[config.mk]
export PLATFORM = sky130hd
export DESIGN_NAME = elevator_order_queue_core
export DESIGN_NICKNAME = d
export VERILOG_FILES = /design/src/eoq_pkg.sv /design/src/eoq_ctrl.sv /design/src/eoq_dpath.sv /design/src/elevator_order_queue_core.sv
export SDC_FILE = /design/constraint.sdc
export NUM_CORES = 1
export LEC_CHECK = 0
export ABC_AREA = 1
export BUFFER_PORTS_ARGS = -buffer_cell sky130_fd_sc_hd__buf_2
export CAP_MARGIN = 20
export CORE_ASPECT_RATIO = 1.2
export CORE_MARGIN = 3
export CORE_UTILIZATION = 45
export CTS_CLUSTER_DIAMETER = 60
export CTS_CLUSTER_SIZE = 20
export DETAILED_ROUTE_END_ITERATION = 6
export PLACE_DENSITY = 0.65
export SYNTH_ARGS = -nofsm -noshare
export SYNTH_HDL_FRONTEND = slang
export SYNTH_SLANG_ARGS = --single-unit
[constraint.sdc]
create_clock -name clk -period 2.5 [get_ports clk]
set_clock_uncertainty 0.2 [all_clocks]
set_input_delay 0.25 -clock clk [delete_from_list [all_inputs] [get_ports clk]]
set_output_delay 0.25 -clock clk [all_outputs]
set_load 0.005 [all_outputs]
[src/eoq_pkg.sv]
// Package for the elevator order queue: field widths, codes, the
// controller/datapath command and status structs and the call routing rule.
// No dependencies.
package eoq_pkg;

  localparam int unsigned NUM_FLOORS = 4;
  localparam int unsigned FLOOR_W    = 2;
  localparam int unsigned TARGET_W   = 3;
  localparam int unsigned NUM_QUEUES = 3;

  localparam logic CMD_CALL   = 1'b0;
  localparam logic CMD_FINISH = 1'b1;

  localparam logic [1:0] BTN_HALL_UP   = 2'd0;
  localparam logic [1:0] BTN_HALL_DOWN = 2'd1;
  localparam logic [1:0] BTN_CAB       = 2'd2;

  localparam logic [1:0] ST_STANDBY       = 2'd0;
  localparam logic [1:0] ST_GO_TO         = 2'd1;
  localparam logic [1:0] ST_FLOOR_REACHED = 2'd2;

  localparam logic [1:0] DIR_STOP = 2'b00;
  localparam logic [1:0] DIR_UP   = 2'b01;
  localparam logic [1:0] DIR_DOWN = 2'b11;

  localparam logic [TARGET_W-1:0] NO_TARGET = 3'b111;

  typedef enum logic [1:0] {
    PLACE_NONE  = 2'd0,
    PLACE_ONWAY = 2'd1,
    PLACE_CAB   = 2'd2,
    PLACE_HALL  = 2'd3
  } place_t;

  typedef struct packed {
    logic load;
    logic scan;
    logic apply;
  } eoq_cmd_t;

  typedef struct packed {
    logic scan_last;
    logic out_busy;
  } eoq_status_t;

  function automatic place_t route_call(
    input logic [FLOOR_W-1:0] floor,
    input logic [1:0]         button,
    input logic [1:0]         ctrl_state,
    input logic [1:0]         direction,
    input logic [FLOOR_W-1:0] last_floor
  );
    logic   down;
    logic   up;
    logic   below;
    logic   above;
    place_t target;
    down   = (direction == DIR_DOWN);
    up     = (direction == DIR_UP);
    below  = down && (floor < last_floor);
    above  = up && (floor > last_floor);
    target = PLACE_NONE;
    if (ctrl_state == ST_STANDBY || ctrl_state == ST_FLOOR_REACHED) begin
      if (button == BTN_CAB) begin
        target = PLACE_CAB;
      end else if (button == BTN_HALL_UP || button == BTN_HALL_DOWN) begin
        target = PLACE_HALL;
      end
    end else if (ctrl_state == ST_GO_TO) begin
      if (button == BTN_CAB) begin
        target = (below || above) ? PLACE_ONWAY : PLACE_CAB;
      end else if (button == BTN_HALL_DOWN) begin
        target = below ? PLACE_ONWAY : PLACE_HALL;
      end else if (button == BTN_HALL_UP) begin
        target = above ? PLACE_ONWAY : PLACE_HALL;
      end
    end
    return target;
  endfunction

endpackage

[src/eoq_ctrl.sv]
// Sequencer for the elevator order queue: take an event, scan the queues,
// apply the update. Uses eoq_pkg.
module eoq_ctrl (
  input  logic                clk,
  input  logic                rst,
  input  logic                s_tvalid,
  output logic                s_tready,
  input  eoq_pkg::eoq_status_t status,
  output eoq_pkg::eoq_cmd_t    cmd
);

  typedef enum logic [2:0] {
    S_IDLE  = 3'b001,
    S_SCAN  = 3'b010,
    S_APPLY = 3'b100
  } state_t;

  state_t state;
  state_t state_next;

  always_ff @(posedge clk) begin
    if (rst) begin
      state <= S_IDLE;
    end else begin
      state <= state_next;
    end
  end

  always_comb begin
    state_next = state;
    cmd        = '0;
    s_tready   = 1'b0;
    unique case (state)
      S_IDLE: begin
        s_tready = 1'b1;
        if (s_tvalid) begin
          cmd.load   = 1'b1;
          state_next = S_SCAN;
        end
      end
      S_SCAN: begin
        cmd.scan = 1'b1;
        if (status.scan_last) begin
          state_next = S_APPLY;
        end
      end
      S_APPLY: begin
        if (!status.out_busy) begin
          cmd.apply  = 1'b1;
          state_next = S_IDLE;
        end
      end
      default: begin
        state_next = S_IDLE;
      end
    endcase
  end

endmodule

[src/eoq_dpath.sv]
// Datapath of the elevator order queue: event register, three FIFO queues,
// duplicate scan, routing, pop and the output register. Uses eoq_pkg.
module eoq_dpath #(
  parameter int unsigned QUEUE_DEPTH = 4
) (
  input  logic                clk,
  input  logic                rst,
  input  logic [15:0]         s_tdata,
  input  logic                s_tuser,
  output logic                m_tvalid,
  input  logic                m_tready,
  output logic [7:0]          m_tdata,
  input  eoq_pkg::eoq_cmd_t    cmd,
  output eoq_pkg::eoq_status_t status
);

  localparam int unsigned IDX_W = $clog2(QUEUE_DEPTH);
  localparam int unsigned CNT_W = $clog2(QUEUE_DEPTH + 1);
  localparam int unsigned FW    = eoq_pkg::FLOOR_W;
  localparam int unsigned NQ    = eoq_pkg::NUM_QUEUES;

  logic                      cmd_r;
  logic [FW-1:0]             floor_r;
  logic [1:0]                button_r;
  logic [1:0]                state_r;
  logic [1:0]                dir_r;
  logic [FW-1:0]             last_r;
  logic [2:0]                sensed_r;
  logic                      stop_r;
  logic                      hit;
  logic [IDX_W-1:0]          idx;

  logic [FW-1:0]             item      [NQ][QUEUE_DEPTH];
  logic [FW-1:0]             item_next [NQ][QUEUE_DEPTH];
  logic [CNT_W-1:0]          cnt       [NQ];
  logic [CNT_W-1:0]          cnt_next  [NQ];

  logic                      hit_now;
  logic                      drop;
  logic                      popped;
  eoq_pkg::place_t           route;
  eoq_pkg::place_t           placed_next;
  logic [eoq_pkg::TARGET_W-1:0] target_next;

  logic                      out_valid;
  logic [eoq_pkg::TARGET_W-1:0] target_r;
  eoq_pkg::place_t           placed_r;
  logic                      removed_r;

  always_comb begin
    hit_now = 1'b0;
    for (int q = 0; q < NQ; q++) begin
      if (CNT_W'(idx) < cnt[q] && item[q][idx] == floor_r) begin
        hit_now = 1'b1;
      end
    end
  end

  always_ff @(posedge clk) begin
    if (cmd.load) begin
      cmd_r    <= s_tuser;
      floor_r  <= s_tdata[1:0];
      button_r <= s_tdata[3:2];
      state_r  <= s_tdata[5:4];
      dir_r    <= s_tdata[7:6];
      last_r   <= s_tdata[9:8];
      sensed_r <= s_tdata[12:10];
      stop_r   <= s_tdata[13];
      hit      <= 1'b0;
      idx      <= '0;
    end else if (cmd.scan) begin
      hit <= hit | hit_now;
      idx <= idx + IDX_W'(1);
    end
  end

  assign status.scan_last = (idx == IDX_W'(QUEUE_DEPTH - 1));
  assign status.out_busy  = out_valid && !m_tready;

  always_comb begin
    item_next   = item;
    cnt_next    = cnt;
    placed_next = eoq_pkg::PLACE_NONE;
    popped      = 1'b0;
    drop        = (dir_r == eoq_pkg::DIR_STOP && sensed_r == {1'b0, floor_r}) || stop_r ||
                  (32'(floor_r) >= eoq_pkg::NUM_FLOORS) || hit;
    route       = eoq_pkg::route_call(floor_r, button_r, state_r, dir_r, last_r);
    if (cmd_r == eoq_pkg::CMD_FINISH) begin
      for (int q = 0; q < NQ; q++) begin
        if (!popped && cnt[q] != '0 && item[q][0] == floor_r) begin
          popped = 1'b1;
          for (int i = 0; i < QUEUE_DEPTH - 1; i++) begin
            item_next[q][i] = item[q][i + 1];
          end
          item_next[q][QUEUE_DEPTH - 1] = '0;
          cnt_next[q] = cnt[q] - CNT_W'(1);
        end
      end
    end else if (!drop) begin
      for (int q = 0; q < NQ; q++) begin
        if (route == eoq_pkg::place_t'(q + 1) && cnt[q] != CNT_W'(QUEUE_DEPTH)) begin
          item_next[q][cnt[q][IDX_W-1:0]] = floor_r;
          cnt_next[q]                     = cnt[q] + CNT_W'(1);
          placed_next                     = route;
        end
      end
    end
    target_next = eoq_pkg::NO_TARGET;
    for (int q = NQ - 1; q >= 0; q--) begin
      if (cnt_next[q] != '0) begin
        target_next = {1'b0, item_next[q][0]};
      end
    end
  end

  always_ff @(posedge clk) begin
    if (cmd.apply) begin
      item      <= item_next;
      target_r  <= target_next;
      placed_r  <= placed_next;
      removed_r <= popped;
    end
  end

  always_ff @(posedge clk) begin
    if (rst) begin
      for (int q = 0; q < NQ; q++) begin
        cnt[q] <= '0;
      end
      out_valid <= 1'b0;
    end else begin
      if (cmd.apply) begin
        cnt <= cnt_next;
      end
      if (cmd.apply) begin
        out_valid <= 1'b1;
      end else if (m_tready) begin
        out_valid <= 1'b0;
      end
    end
  end

  assign m_tvalid = out_valid;
  assign m_tdata  = {2'b00, removed_r, placed_r, target_r};

`ifndef SYNTHESIS
  a_cnt_bound: assert property (@(posedge clk) disable iff (rst)
    cnt[0] <= CNT_W'(QUEUE_DEPTH) && cnt[1] <= CNT_W'(QUEUE_DEPTH) &&
    cnt[2] <= CNT_W'(QUEUE_DEPTH))
    else $error("queue count beyond depth");

  a_one_action: assert property (@(posedge clk) disable iff (rst)
    out_valid |-> !(removed_r && placed_r != eoq_pkg::PLACE_NONE))
    else $error("event both placed and removed");

  a_empty_target: assert property (@(posedge clk) disable iff (rst)
    out_valid |-> ((target_r == eoq_pkg::NO_TARGET) ==
                   (cnt[0] == '0 && cnt[1] == '0 && cnt[2] == '0)))
    else $error("next target disagrees with queue fill");

  a_apply_shows: assert property (@(posedge clk) disable iff (rst)
    cmd.apply |=> out_valid)
    else $error("result lost after update");
`endif

endmodule

[src/elevator_order_queue_core.sv]
// Top level of the elevator order queue: stream ports, sequencer and datapath.
// Depends on eoq_pkg, eoq_ctrl and eoq_dpath.
//
// Each event (call or finish) is registered at its transfer in, then walks the duplicate
// check, comparing one entry of each of the three queues per cycle, and then updates the
// queues in S_APPLY. A new event is taken only in S_IDLE, so one event is handled at a
// time. The result sits in an output register, so the next event is taken while it
// waits; an update stalls only while that register is full.
module elevator_order_queue_core #(
  parameter int unsigned QUEUE_DEPTH = 4
) (
  input  logic        clk,
  input  logic        rst,
  input  logic        s_tvalid,
  output logic        s_tready,
  // floor[1:0], button[3:2], ctrl_state[5:4], direction[7:6],
  // last_floor[9:8], sensed_floor[12:10], stop_pressed[13], zero[15:14]
  input  logic [15:0] s_tdata,
  // cmd
  input  logic        s_tuser,
  output logic        m_tvalid,
  input  logic        m_tready,
  // next_target[2:0], placed_in[4:3], removed[5], zero[7:6]
  output logic [7:0]  m_tdata
);

  eoq_pkg::eoq_cmd_t    cmd;
  eoq_pkg::eoq_status_t status;

  eoq_ctrl u_ctrl (
    .clk      (clk),
    .rst      (rst),
    .s_tvalid (s_tvalid),
    .s_tready (s_tready),
    .status   (status),
    .cmd      (cmd)
  );

  eoq_dpath #(
    .QUEUE_DEPTH (QUEUE_DEPTH)
  ) u_dpath (
    .clk      (clk),
    .rst      (rst),
    .s_tdata  (s_tdata),
    .s_tuser  (s_tuser),
    .m_tvalid (m_tvalid),
    .m_tready (m_tready),
    .m_tdata  (m_tdata),
    .cmd      (cmd),
    .status   (status)
  );

endmodule

Word level (Yosys, flattened, before mapping). Cells that the tools add are included.

Register bits: 61. Input bits: 21. Output and inout port bits: 10. Word-level logic and storage cells: 200.

Add/subtract/negate cells: 7. Magnitude comparators: 12. Equal/unequal tests: 30. Mux-type cells: 70. Bitwise gates (word level): 5. Reduce and logical (&&, ||, !) cells: 45.

Operators by type and width (number): 2-to-1 mux 2 bit (24); 2-to-1 mux 24 bit (2); 2-to-1 mux 8 bit (6); 2-to-1 mux 3 bit (10); bitwise mux 8 bit (3); logical AND 1 bit (18); 2-to-1 mux 9 bit (2); nonzero test 3 bit (6); 2-to-1 mux 1 bit (16); binary-select mux 2 bit (select 2 bit) (3); demux 2 bit (select 2 bit) (3); == test 2 bit (6); == test 2 bit (second input constant) (6); greater-or-equal comparator 3 bit (second input constant) (4); != test 2 bit (second input constant) (6); inverter 2 -> 3 bit (4); AND reduction 4 bit (3); adder 3 x 1 -> 3 bit (second input constant) (3); less-than comparator 2 x 3 -> 1 bit (3); less-than comparator 3 x 1 -> 1 bit (second input constant) (3); != test 3 bit (second input constant) (3); case mux 3 bit (3 select lines) (1); subtractor 3 x 1 -> 3 bit (second input constant) (3); == test 2 x 1 -> 1 bit (second input constant) (4); other kinds (15) (27).

Longest topological paths before layout. Gate-level depths: netlist (run 1).

Word-level depth: 18. Depth in mapped cells: 21. Mapped depth without buffers: 19.

Hierarchy. A second synthesis (run 1) with hierarchy kept.

Cell total of the unflattened synthesis: 495. Area total of the unflattened synthesis: 3915.0 um^2.

Modules (own cells, without submodules): eoq_dpath (instances 1, cells an instance 463, area an instance 3721.1 um^2, sequential area each 1611.5 um^2); eoq_ctrl (instances 1, cells an instance 32, area an instance 193.9 um^2, sequential area each 60.1 um^2).

Worst setup path before layout (run 1). Ideal clock, no wire load.

Path kind: register to register. Start: register u_dpath.floor_r[0]. End: register u_dpath.target_r[1] (netlist name) (data pin). Library setup time: 0.260 ns. Arrival: 2.146 ns. Data required time: 2.040 ns. Setup slack: -0.106 ns. Cell stages (with the launch flop): 21. Buffers on the path: 2. Path through: edfxtp_1 > buf_6 > inv_6 > buf_12 > ha_1 > nand2_1 > inv_1 > nor2_1 > nand2_1 > nand2_1 > nand3_1 > nand2_2 > nand2_2 > nor2_4 > nand2_1 > nand3_1 > nand2_1 > nor2_1 > nand3_1 > nand2_1 > nand3_1.

Longest elaborated chain between the ends: 18. Elaborated cells on any way between the ends: 59. Those cells by class: order compare (2); eq/ne (7); mux (31); reduce/logical (19).

Ends and longest elaborated chain: start: declaration (RTL line eoq_dpath.sv:23) `logic [FW-1:0] floor_r;`; start signal: assignment (RTL line eoq_dpath.sv:62) `floor_r <= s_tdata[1:0];`; parallel branches: the longest is 17 deep, another holds greater-than comparator 2 bit; 2-to-1 mux 2 bit (*) (RTL line eoq_dpath.sv:110) `if (cnt_next[q] != '0) begin`; via u_dpath.target_next, one bit (RTL line eoq_dpath.sv:43) `logic [eoq_pkg::TARGET_W-1:0] target_next;`; end signal: assignment (RTL line eoq_dpath.sv:119) `target_r <= target_next;`; end: declaration (RTL line eoq_dpath.sv:46) `logic [eoq_pkg::TARGET_W-1:0] target_r;`.

Mark *: on every way through the listed nets, which the timed path passes. The select of a mux whose other input is x is not followed. A chain may end at the register's enable or synchronous reset.

Worst setup path after layout (run 1).
Start: register u_dpath.floor_r[0]. End: register u_dpath.target_r[0] (netlist name) (data pin).

Same word-level chain as after synthesis.

==> results summary, run 1 <==
The run finished, with violations left. The final reports fail on negative setup slack. The signal arrival time at the worst endpoint is 2600 ps.

In this run the number of H-tree levels came out at 3. Across all setup checks in the final design, the least slack found is -181 ps. The routed layout has 3969 vias.

The utilization of the core after routing is between 60% and 70%. The sum of net half-perimeters after detailed placement came out at 7950 um. For the pin with the worst max-slew slack, the measured transition is 571 ps. The critical path goes through clkinv_4 > ha_4 > nand2_1 > inv_1 > nor2_2 > nand2_1 > nand2_2 > nand3_4 > nand2_4 > nor2_4 > nand2_4 > nand2_1 > nand3_2 > nand2_2 > nor2_4 > nand2_2 > clkinv_1 > nand3_2 > nand3_2.

The depth of the critical timing path with buffers and inverters included is 19. Dividing total power by cell area gives a power density of approximately 460 nW/um2. In the final routed layout, each cell accounts on average for 16.1 um. The type of element capturing the critical path is a flip-flop. The average size of a mapped cell came out at 8.07 um2.

The leakage power is between 2 and 2.5 nW. The via count of the first global-routing pass came to 3778. The number of remaining DRC errors came out at 0. The core region is between 8000 and 9000 um2. The final setup violation count came out at 20. By area, the combinational part of the netlist is dominated by simple AND/OR/NAND/NOR gates. The share of Yosys cell area claimed by the top area cell type is about 34%. Clock-pin slew was measured on the worst setup and hold paths at about 80 ps.

The tree is rooted in a sky130_fd_sc_hd__clkbuf_8. The count of final hold-check violations is 0. The number of nets with antenna violations after routing is 0.

The adder-cell area share of the yosys netlist is ~7.5%. The maximum achievable frequency is 373 MHz. Setup repair after global routing could not meet its margin everywhere.

The number of warning messages in the yosys log came out at 0. The worst reg2reg path depth is 19. The relative area change from synthesis to final layout is 35.2%.

The portion of total power attributed to combinational logic came out at approximately a fifth. The area of all placed cells without fillers came out at around 5400 um2. The synthesized cell area came out at roughly 4000 um2.

The worst setup path is launched from a flip-flop. STA puts the critical path data required time at between 2000 and 2500 ps. The vertical die dimension came out at 110 um. The number of buffers created by CTS came out at 9. The instance area after placement is roughly 4700 um2. Headroom to the max-slew limit came out at between 60% and 70%. Routability-driven placement finished with a final weighted congestion of 0.871.

The overall overflow remaining after global route came out at 0. The worst slack at placement came out at -145 ps. The share of synthesized cell area in and, or, nand and nor gates came out at approximately 25%. The portion of the post-synthesis area used by sequential elements is between 40% and 50%.

The share of post-route cells with drive strength above 1 came out at between 30% and 40%. The total number of nets in the final design is approximately 650. The launching point of the worst reg2reg path is u_dpath.floor_r[0]. Yosys instantiated no cell more often than sky130_fd_sc_hd__nand2_1. By count the netlist is led by sky130_fd_sc_hd__nand2_1 (84), sky130_fd_sc_hd__inv_1 (73), sky130_fd_sc_hd__nor2_1 (50), sky130_fd_sc_hd__nand3_1 (49), sky130_fd_sc_hd__edfxtp_1 (45).

The tool flagged a number of max-cap violations equal to 0. The net switching fraction of the power came out at around a third. After synthesis, the share of flip-flops with an asynchronous set or reset is 0%. By area the synthesized netlist is led by sky130_fd_sc_hd__edfxtp_1 (34%), sky130_fd_sc_hd__dfxtp_1 (8.0%), sky130_fd_sc_hd__nand2_1 (7.8%). The kind of cell with the highest combined delay along the critical path is simple AND/OR/NAND/NOR gates. Sequential cells account for a little under half of the total power. The wire length of the first global-routing pass came out at about 18000 um. The number of diodes added for antenna fixing is 0.

The post-route clock period utilization came out at 107%. For flop-to-flop paths, the worst setup slack is -180 ps. The maximum fanout along the worst path came out at 5. The path type of the worst setup path is flip-flop to flip-flop.

The number of synthesized register bits came out at about 60. The source-to-sink clock delay at the later pin of the worst-skew pair is 360 ps. The detailed-route vias per instance is about 5.5. In the global route stage, overall resource usage came out at between 20% and 30%.

TritonCTS built the clock tree. On the worst path, the slowest cell contributes a delay of ~430 ps. The floorplan step defined a die boundary enclosing ~10000 um2. No sink is reached through more buffers than the 2 on the longest clock path. The most critical setup path has its endpoint at u_dpath.target_r[0]. The internal power of the cells totals 1.68 mW. The top flip-flop cell by instance count after synthesis is sky130_fd_sc_hd__edfxtp_1.

The share of total power in the clock network came out at about a third. The share of synthesized area spent on multiplexers is 0%. Synthesis handed over a netlist of 498 instances.

The count of cell types in the netlist is 42. The number of design-rule violations left by the first detailed-router iteration came out at 330. Of all cell types, the one taking the most synthesized area is sky130_fd_sc_hd__edfxtp_1. The cell with the biggest individual delay on the critical path is sky130_fd_sc_hd__edfxtp_1. The critical path starts at u_dpath.floor_r[0]. The placement row count is 37. The die is about 90 um wide. The maximum vdd drop came out at 0.477 mV. The effective utilization at floorplan is approximately 46%. The first TritonRoute pass finished after 5 iterations. The endpoint identified for the worst register-to-register timing path is u_dpath.target_r[0]. The switching power total is between 0.7 and 0.8 mW. The number of buffers and inverters on the critical path is 3.

Entering global routing, the biggest net connects 20 pins. The xor/xnor share of the synthesized area came out at ~1.5%. The path class of the tightest hold or removal check is flip-flop to flip-flop. During I/O placement, the number of pins put on the boundary was 31. The minimum clock period after layout came out at 2680 ps. The routed wire length came out at 11700 um.

The count of final max-slew check failures was 0. The number of clock sinks came out at 61. The compound-cell area share of the yosys netlist came out at between 10% and 20%. The number of antenna violations at the first check in global routing came out at 0. In this run the tool buffered the top-level ports with 26 buffer cells. Counting flops with a built-in enable in the synthesized netlist gives 45.
## worst reg2reg max path, delay by kind of cell (launching register included)
family	cells	cell delay (ps)
fa+ha+maj	1	260
buf+inv	3	210
flops	1	430
simple gates	15	1350
## power groups by stage
stage          registers [mW]  logic (mW)  clock network (mW)
2_1_floorplan            1.15       0.283                   0
3_3_place_gp             1.16       0.408                   0
3_5_place_dp             1.16       0.418                   0
4_1_cts                  1.14       0.466               0.815
5_1_grt                  1.14       0.577               0.865
6_report                 1.14       0.530               0.805
## metal layers
metal	track usage [%]	part of all wire, %
met5	0	0
met4	13.2	3.7
met3	4.79	5.2
met2	40.3	52
met1	26.2	39
## flip-flops by register name, summed over array words and instances (netlist names), 2 cells and up
signal	count
u_dpath.idx	2
u_dpath.last_r	2
u_dpath.state_r	2
u_dpath.cnt	9
u_dpath.item	24
u_ctrl.state	3
u_dpath.floor_r	2
u_dpath.dir_r	2
u_dpath.button_r	2
u_dpath.target_r	3
u_dpath.placed_r	2
u_dpath.sensed_r	3
## what timing repair did
item                       in CTS  in global routing
cloned                          1                  0
buffers inserted                3                  8
hold buffers                   19                  0
resized for setup              23                 60
pin swaps                       8                 21
setup endpoints to repair      21                 46
hold endpoints to repair       18                  0
## logic make-up (layout without fill, tap and decap cells)
logic type | after synthesis | in the layout
DFF | 61 | 61
other | 1 | 2
AOI/OAI and AO/OA | 95 | 95
adders and majority gates | 24 | 24
xor gates and xnor gates | 7 | 7
buffers and inverters | 93 | 204
and+or+nand+nor | 217 | 218
## through the flow
| stage | setup TNS, ps | std cells | hold WS [ps] | total power, mW |
|---|---|---|---|---|
| floorplan | -106 | 499 | 119 | 1.43 |
| global placement | -343 | 681 | 226 | 1.57 |
| detailed placement | -747 | 681 | 228 | 1.58 |
| CTS | -333 | 720 | 320 | 2.42 |
| global route | -5770 | 728 | 360 | 2.58 |
| finish | -1670 | 728 | 314 | 2.47 |
## how the worst min path moves through the flow
stage | endpoint | cells past startpoint | from
final | u_dpath.hit | 2 | u_dpath.hit
after global routing | u_dpath.hit | 2 | u_dpath.hit
after CTS | u_dpath.hit | 2 | u_dpath.hit
after detailed placement | u_dpath.state_r[1] | 1 | s_tdata[5]
after global placement | u_dpath.button_r[0] | 1 | s_tdata[2]
after floorplan | u_ctrl.state[2] | 1 | rst
## cell type report
| cell class | count | area [um2] |
|---|---|---|
| clock buffer | 9 | 124 |
| multi-input combinational | 346 | 2310 |
| timing repair buffer | 108 | 825 |
| sequential | 61 | 1670 |
| inverter | 80 | 305 |
| fill | 730 | 3220 |
| tap | 117 | 146 |
| clock inverter | 7 | 51.3 |
## layout by cell type (no fill, tap or decap), types with 21 or more instances in the layout
master / netlist / final
sky130_fd_sc_hd__edfxtp_1: 45 / 45
sky130_fd_sc_hd__buf_2: 2 / 26
sky130_fd_sc_hd__nand3_1: 49 / 37
sky130_fd_sc_hd__ha_1: 24 / 22
sky130_fd_sc_hd__a21oi_1: 36 / 27
sky130_fd_sc_hd__nor2_1: 50 / 36
sky130_fd_sc_hd__nand2_1: 84 / 74
sky130_fd_sc_hd__o21ai_0: 26 / 21
sky130_fd_sc_hd__inv_1: 73 / 71
sky130_fd_sc_hd__buf_4: 4 / 57
No activity file was read; power rests on OpenSTA's default activity.
==> run 2: changes to the inputs <==
ABC_AREA = 0   (was 1)
CORE_ASPECT_RATIO = unset   (was 1.2)
CORE_UTILIZATION = 40   (was 45)
PLACE_DENSITY = unset   (was 0.65)
==> run 2 against run 1 <==
  * The run still ends with negative setup slack left
  * Global-route usage shrank 3.2 points
  * Clock-buffer cell count grew 2
  * Largest cell class unchanged
  * Via count shrank 21%
  * Clock power grew 5.2%
  * Sequential power is essentially flat
  * Largest power group unchanged
  * Synthesized cell count shrank 29%
==> results summary, run 2 <==
The flow ran to the end, but the final reports show violations. The final reports fail on negative setup slack. The share of post-route cells with drive strength above 1 came out at 39.9%.

The worst hold path passes through 3 cells. The register-to-register path setup slack is -780 ps. The net switching fraction of the power is 25.1%.

sky130_fd_sc_hd__edfxtp_1 is the most common cell in the netlist. The worst reg2reg path depth came out at 10. The switching power total came out at 0.584 mW. The library cells used most frequently in the layout, excluding fill and tap cells, are sky130_fd_sc_hd__buf_4 (72), sky130_fd_sc_hd__edfxtp_1 (45), sky130_fd_sc_hd__buf_2 (26). The final sum of negative setup slack is -15560 ps. The global router's overall resource usage is between 10% and 20%.

After detailed routing, the number of remaining DRC violations is 0. Across the run, the number of max-cap violations was 0. Counting flops with a built-in enable in the synthesized netlist gives 45. Summed over all instances, the cell type with the most area after synthesis is sky130_fd_sc_hd__edfxtp_1. Walking the worst path, the cells encountered are ha_4 > nor2b_4 > or2_1 > a2111o_1 > a211oi_4 > nand3b_4 > and3_4 > nor3_4 > o31a_1 > mux2_4.

STA classifies the critical path startpoint as a flip-flop. The count of cell types in the netlist is between 60 and 70. The number of synthesized register bits came out at 61. The floorplan step defined a core boundary enclosing 8890 um2. The maximum fanout along the worst path is 4. The minimum clock period after layout is roughly 3300 ps.

In the final layout, the registers with the most flip-flops are u_dpath.item x24, u_dpath.cnt x9. The root buffer cell is sky130_fd_sc_hd__clkbuf_8. The cell count after placement is 545. The number of antenna violations at the first check in global routing came to 0. The final weighted congestion of routability-driven global placement came out at around 0.87. The worst hold path class is primary input to flip-flop. More flip-flops sit in one register than any other, and that register is u_dpath.item. The portion of the post-synthesis area used by sequential elements came out at 44.7%. The wire length of the first global-routing pass is between 15000 and 20000 um. The Yosys step of the flow raised 0 warnings. The detailed-route vias per instance is roughly 5.3. The count of final hold-check violations came out at 0. The largest net degree at the start of global routing is 21.

The maximum vdd drop is roughly 0.31 mV. The sum of net half-perimeters after detailed placement is between 7000 and 8000 um. The largest stage delay on the critical path is between 400 and 500 ps. The path type of the worst setup path is flip-flop to flip-flop. The signal arrival time at the worst endpoint is about 3200 ps. The effective utilization at floorplan came out at a little over two fifths. The utilization of the core after routing came out at about three fifths. Across all layers, the routed design uses about 3.1k vias. On the critical path the largest part of the delay comes from compound AO/OA/AOI/OAI gates. Setup repair after global routing could not meet its margin everywhere.

The cell area power density came out at 444 nW/um2. The via count of the first global-routing pass is approximately 3.2k. The count of final max-slew check failures was 0. The post-route non-filler standard cell count came out at between 500 and 600. The sum of internal, switching and leakage power came out at 2.32 mW. After synthesis, the cell types taking the most area are sky130_fd_sc_hd__edfxtp_1 (36%), sky130_fd_sc_hd__dfxtp_1 (8.6%), sky130_fd_sc_hd__ha_1 (8.0%). Derived from the worst setup path, the maximum achievable clock frequency is about 310 MHz. The internal portion of total power came out at approximately 1.7 mW. Of the available clock period, the critical path in the final layout requires 131%. Setup violations remaining at the end of the flow were counted as 56. The portion of total power attributed to combinational logic came out at 15.1%. The slowest stage of the critical path is the sky130_fd_sc_hd__a2111o_1 cell. The average size of a mapped cell is ~11 um2. In this run the remaining antenna-violating nets after routing total 0. The number of clock sinks came out at just over 60. The number of top-level pins came out at 31. After synthesis, the largest area contributor takes up 36.1% of total cell area. TritonCTS built the clock tree. The number of buffers on the longest clock path came out at 2. At the later pin of the worst-skew pair, clock insertion delay measures 340 ps. The most frequent standard cell in the layout excluding fill and tap cells is sky130_fd_sc_hd__buf_4.

In the synthesized netlist the dominant register cell turns out to be sky130_fd_sc_hd__edfxtp_1. Of the total power, registers draw 48.5%. The vertical die dimension is just over 100 um. Compared with the post-synthesis result, the final layout area differs by 40.1%. Counting instances in the post-synthesis netlist gives the leading cell types as sky130_fd_sc_hd__edfxtp_1 (45), sky130_fd_sc_hd__nor2_1 (35), sky130_fd_sc_hd__a21oi_1 (28), sky130_fd_sc_hd__ha_1 (24), sky130_fd_sc_hd__inv_1 (20). The total number of nets in the final design is 519. In this run, the number of DRC markers left after iteration 0 of detailed routing was 192. The number of diodes added for antenna fixing came out at 0.

The synthesized netlist cell count came out at between 300 and 400. The die covers between 10000 and 15000 um2. The buffers plus inverters on the worst setup path came out at 0.

The routed wire length per instance is ~17 um. The depth of the critical timing path with buffers and inverters included came out at 10. Of the total power, the clock network draws between 30% and 40%. The number of levels in the clock H-tree came out at 3. The clock slew at the register clock pins of the worst setup and hold paths is 70 ps.

The synthesized cell area is between 3000 and 4000 um2. The number of fill cells in the layout came out at 717. Counting the buffers created by CTS gives 9. The routed wire length is ~9800 um. The placement row count came out at 34.

The final worst setup slack came out at -777 ps. After global routing the overflow that remains totals 0. The fraction of registers with async set/reset is 0%. Summed over all cells, the static leakage comes to between 2 and 2.5 nW.

The data required time at the worst endpoint came out at roughly 2400 ps. The die outline width is ~100 um. The pre-antenna-repair detailed-routing pass consisted of 4 iterations.

The worst setup path is captured at a flip-flop. The number of flip-flops under the largest register name came out at 24. The number of input and output port buffers inserted came out at 26.
run 2: cell types whose count changed after synthesis, sizes merged, moves of 9 or more:
cell | previous run | this run
a22o | 0 | 12
o21ai | 30 | 15
nor3 | 4 | 13
nand3 | 53 | 5
nand2 | 93 | 19
inv | 78 | 21
nor2 | 58 | 35
run 2: kinds of logic after synthesis:
family          count (synthesis)  synth area share (%)
xor+xnor                       17                  3.98
compound gates                 89                  16.5
buf+inv                        37                  4.15
mux                            14                  6.06
other cells                     1                 0.100
simple gates                  111                  16.5
flops                          61                  44.7
fa+ha+maj                      24                  8.03
run 2: worst paths after layout:
| path | from | end |
|---|---|---|
| setup / recovery | u_dpath.floor_r[1] | u_dpath.target_r[0] |
| hold / removal | m_tready | u_dpath.m_tvalid |
| setup reg to reg | u_dpath.floor_r[1] | u_dpath.target_r[0] |
| hold reg to reg | u_dpath.hit | u_dpath.hit |
run 2: tightest hold or removal path, stage by stage:
cell and delay (ps):
sky130_fd_sc_hd__buf_2 80, sky130_fd_sc_hd__nand2b_1 110, sky130_fd_sc_hd__a21oi_1 60
run 2: per-layer routing:
| layer | wire length, um | GRT usage, % | part of all wire (%) | vias to the layer above |
|---|---|---|---|---|
| met5 | 0 | 0 | 0 | - |
| met4 | 172 | 6.56 | 1.8 | 0 |
| met3 | 296 | 3.65 | 3.0 | 15 |
| met2 | 4780 | 33.3 | 49 | 50 |
| met1 | 4510 | 26.0 | 46 | 1513 |
| li1 | - | - | - | 1544 |
run 2: layout make-up:
type                       instances  area (um2)  area share (%)
multi-input combinational        257        2220            42.4
sequential                        61        1670            31.9
timing repair buffer             124         948            18.1
tap                              108         135            2.58
clock buffer                      11         131            2.51
inverter                          21        78.8            1.50
clock inverter                     5        51.3           0.979
run 2: timing repair:
item,in CTS,in global routing
setup endpoints to repair,54,56
pin swaps,15,19
endpoints found under the hold margin,15,0
setup buffers,9,7
resized for setup,42,20
hold buffers,15,0
run 2: through the flow:
step | cell area, um2 | hold slack (ps) | worst slack [ps]
final | 5240 | 21.2 | -777
after global routing | 5240 | 29.7 | -874
after CTS | 5130 | 9.35 | -751
after detailed placement | 4560 | 228 | -825
after global placement | 4560 | 226 | -771
after floorplan | 3840 | 149 | -763
run 2: power groups by stage:
stage | Clock (mW) | Sequential [mW] | Combinational (mW)
2_1_floorplan | 0 | 1.15 | 0.177
3_3_place_gp | 0 | 1.15 | 0.270
3_5_place_dp | 0 | 1.15 | 0.273
4_1_cts | 0.871 | 1.13 | 0.333
5_1_grt | 0.921 | 1.13 | 0.382
6_report | 0.847 | 1.13 | 0.352
==> run 3: changes to the inputs <==
SETUP_SLACK_MARGIN = 0.02   (was unset)
==> run 3 against run 2 <==
  * The run still ends with negative setup slack left
  * Setup slack gained 38 ps
  * Worst hold slack lost 3.9 ps
  * Sequential power is essentially flat
  * Utilization grew 3.6 points
  * Critical path depth grew 1
  * Non-clock buffer count grew 11
  * Fmax grew 1.2%
  * Register-to-register slack gained 40 ps
  * Final cell count grew 1.9%
  * Via count grew 4.8%
  * Highest routed layer unchanged
==> results summary, run 3 (synthesis results as in run 2) <==
The routed wire length is 10800 um. The number of buffers on the longest clock path came out at 2. The worst setup path is of the flip-flop to flip-flop kind. The number of nets with antenna violations after routing came out at 0. The number of antenna violations at the first check in global routing is 0. Row generation in the floorplan step produced 34 rows. The minimum clock period after layout came out at 3240 ps.

The signal arrival time at the worst endpoint came out at roughly 3200 ps. The global router's overall resource usage is about a fifth. The sum of internal, switching and leakage power came out at ~2.5 mW. The source-to-sink clock delay at the later pin of the worst-skew pair came out at about 350 ps. The maximum achievable frequency is 309 MHz.

The cell area power density came out at ~450 nW/um2. The final setup violation count is 56. The effective utilization at floorplan came out at 42.1%.

The library cells used most frequently in the layout, excluding fill and tap cells, are sky130_fd_sc_hd__buf_4 (74), sky130_fd_sc_hd__edfxtp_1 (45), sky130_fd_sc_hd__buf_2 (26). In the final layout, the share of cells above drive strength 1 is between 40% and 50%. The number of iterations in the first detailed-routing pass came out at 5.

The largest net degree at the start of global routing came out at 21. For this block, the via count after detailed routing is between 3k and 4k. The number of max-cap violations came out at 0. The area of the core came out at 8890 um2.

The sum of net half-perimeters after detailed placement came out at roughly 7300 um. The overall overflow remaining after global route came out at 0. The routed wire length per instance came out at around 18 um. The relative area change from synthesis to final layout came out at 48.7%. Setup repair after global routing could not meet its margin everywhere. The floorplan step defined a die boundary enclosing 10500 um2. The data required time at the worst endpoint came out at 2410 ps. The clock slew at the register clock pins of the worst setup and hold paths came out at about 80 ps. In the finished design, the share of the clock period the worst path needs comes to 130%. The total number of nets in the final design is 530. The flow ran to the end, but the final reports show violations.

The register with the most flip-flops in the layout has 24 of them. The die outline width came out at 103 um. The largest registers in the layout are u_dpath.item x24, u_dpath.cnt x9.

Using the TritonRoute via totals, the vias-per-cell ratio works out to 5.47. Summed over all cells, the static leakage comes to ~2.1 nW. The number of diodes added for antenna fixing came out at 0. The worst hold path class is primary input to flip-flop. The number of top-level pins came out at 31. The number of levels in the clock H-tree came out at 3. The count of final hold-check violations came out at 0. The final sum of negative setup slack is -14670 ps. TritonCTS built the clock tree. The register-to-register path setup slack came out at -740 ps. STA classifies the critical path endpoint as a flip-flop. The root buffer cell is sky130_fd_sc_hd__clkbuf_8. The final worst setup slack came out at -739 ps. The via count of the first global-routing pass came to approximately 3.3k. The wire length of the first global-routing pass came out at about 17000 um. Ranked by flip-flop count, first place goes to u_dpath.item.

Of all nets on the critical path, the largest fanout is 3. The worst setup path is launched from a flip-flop. The number of design-rule violations left by the first detailed-router iteration came out at between 150 and 200. The most frequent standard cell in the layout excluding fill and tap cells is sky130_fd_sc_hd__buf_4.

The number of remaining DRC errors is 0. Measured along the y axis, the die boundary spans 103 um. The number of input and output port buffers inserted came out at 26. The number of buffers created by CTS came out at 9. The checks that failed: negative setup slack. The final hold slack came out at about 17 ps. The count of final max-slew check failures came out at 0. The final weighted congestion of routability-driven global placement came out at approximately 0.9. The number of clock sinks is a little over 60.

Across the VDD grid, the largest voltage drop is about 0.25 mV.
-- run 3: layout make-up --
class,count,area [um2]
Fill cell,661,3330
Inverter,21,81.3
Clock buffer,9,124
Multi-Input combinational cell,257,2360
Timing Repair Buffer,135,1090
Clock inverter,7,97.6
Tap cell,108,135
Sequential cell,61,1670
-- run 3: timing repair --
action	in CTS	in global routing
buffers inserted	18	7
hold buffers	15	0
pin swaps	24	24
cloned	0	0
endpoints found under the hold margin	15	0
gates resized for setup	56	47
endpoints found under the setup margin	54	56
-- run 3: worst paths after layout --
kind / from / to / cells past startpoint
hold / removal: m_tready / u_dpath.m_tvalid / 3
setup / recovery: u_dpath.floor_r[1] / u_dpath.target_r[1] / 11
setup reg to reg: u_dpath.floor_r[1] / u_dpath.target_r[1] / 11
hold reg to reg: u_dpath.hit / u_dpath.hit / 2
-- run 3: critical path, cell delays in order (launching register included) --
cell	delay (ps)
sky130_fd_sc_hd__edfxtp_1	430
sky130_fd_sc_hd__ha_4	300
sky130_fd_sc_hd__nor2b_4	180
sky130_fd_sc_hd__buf_6	130
sky130_fd_sc_hd__o21ai_2	50
sky130_fd_sc_hd__a221o_1	390
sky130_fd_sc_hd__nor4_4	280
sky130_fd_sc_hd__mux2i_1	250
sky130_fd_sc_hd__a221o_1	220
sky130_fd_sc_hd__nand3b_1	110
sky130_fd_sc_hd__o22a_1	210
sky130_fd_sc_hd__mux2_4	250
-- run 3: metrics by stage --
step / instance area (um2) / utilization (%) / setup slack (ps) / cells
CTS: 5340 / 60.0 / -726 / 595
floorplan: 3840 / - / -763 / 355
global placement: 4610 / 51.9 / -770 / 550
detailed placement: 4610 / 51.9 / -834 / 550
finish: 5560 / 62.6 / -739 / 598
global route: 5560 / 62.6 / -857 / 598
-- run 3: power breakdown --
part	switching (mW)	internal, mW
combinational	0.192	0.206
clock	0.428	0.566
sequential	0.0210	1.11
-- run 3: metal layers --
layer	vias to the layer above	part of all wire, %	GRT usage, %
li1	1569	-	-
met2	76	51	35.1
met4	0	1.7	6.76
met3	17	4.4	5.07
met5	-	0	0
met1	1610	43	27.1
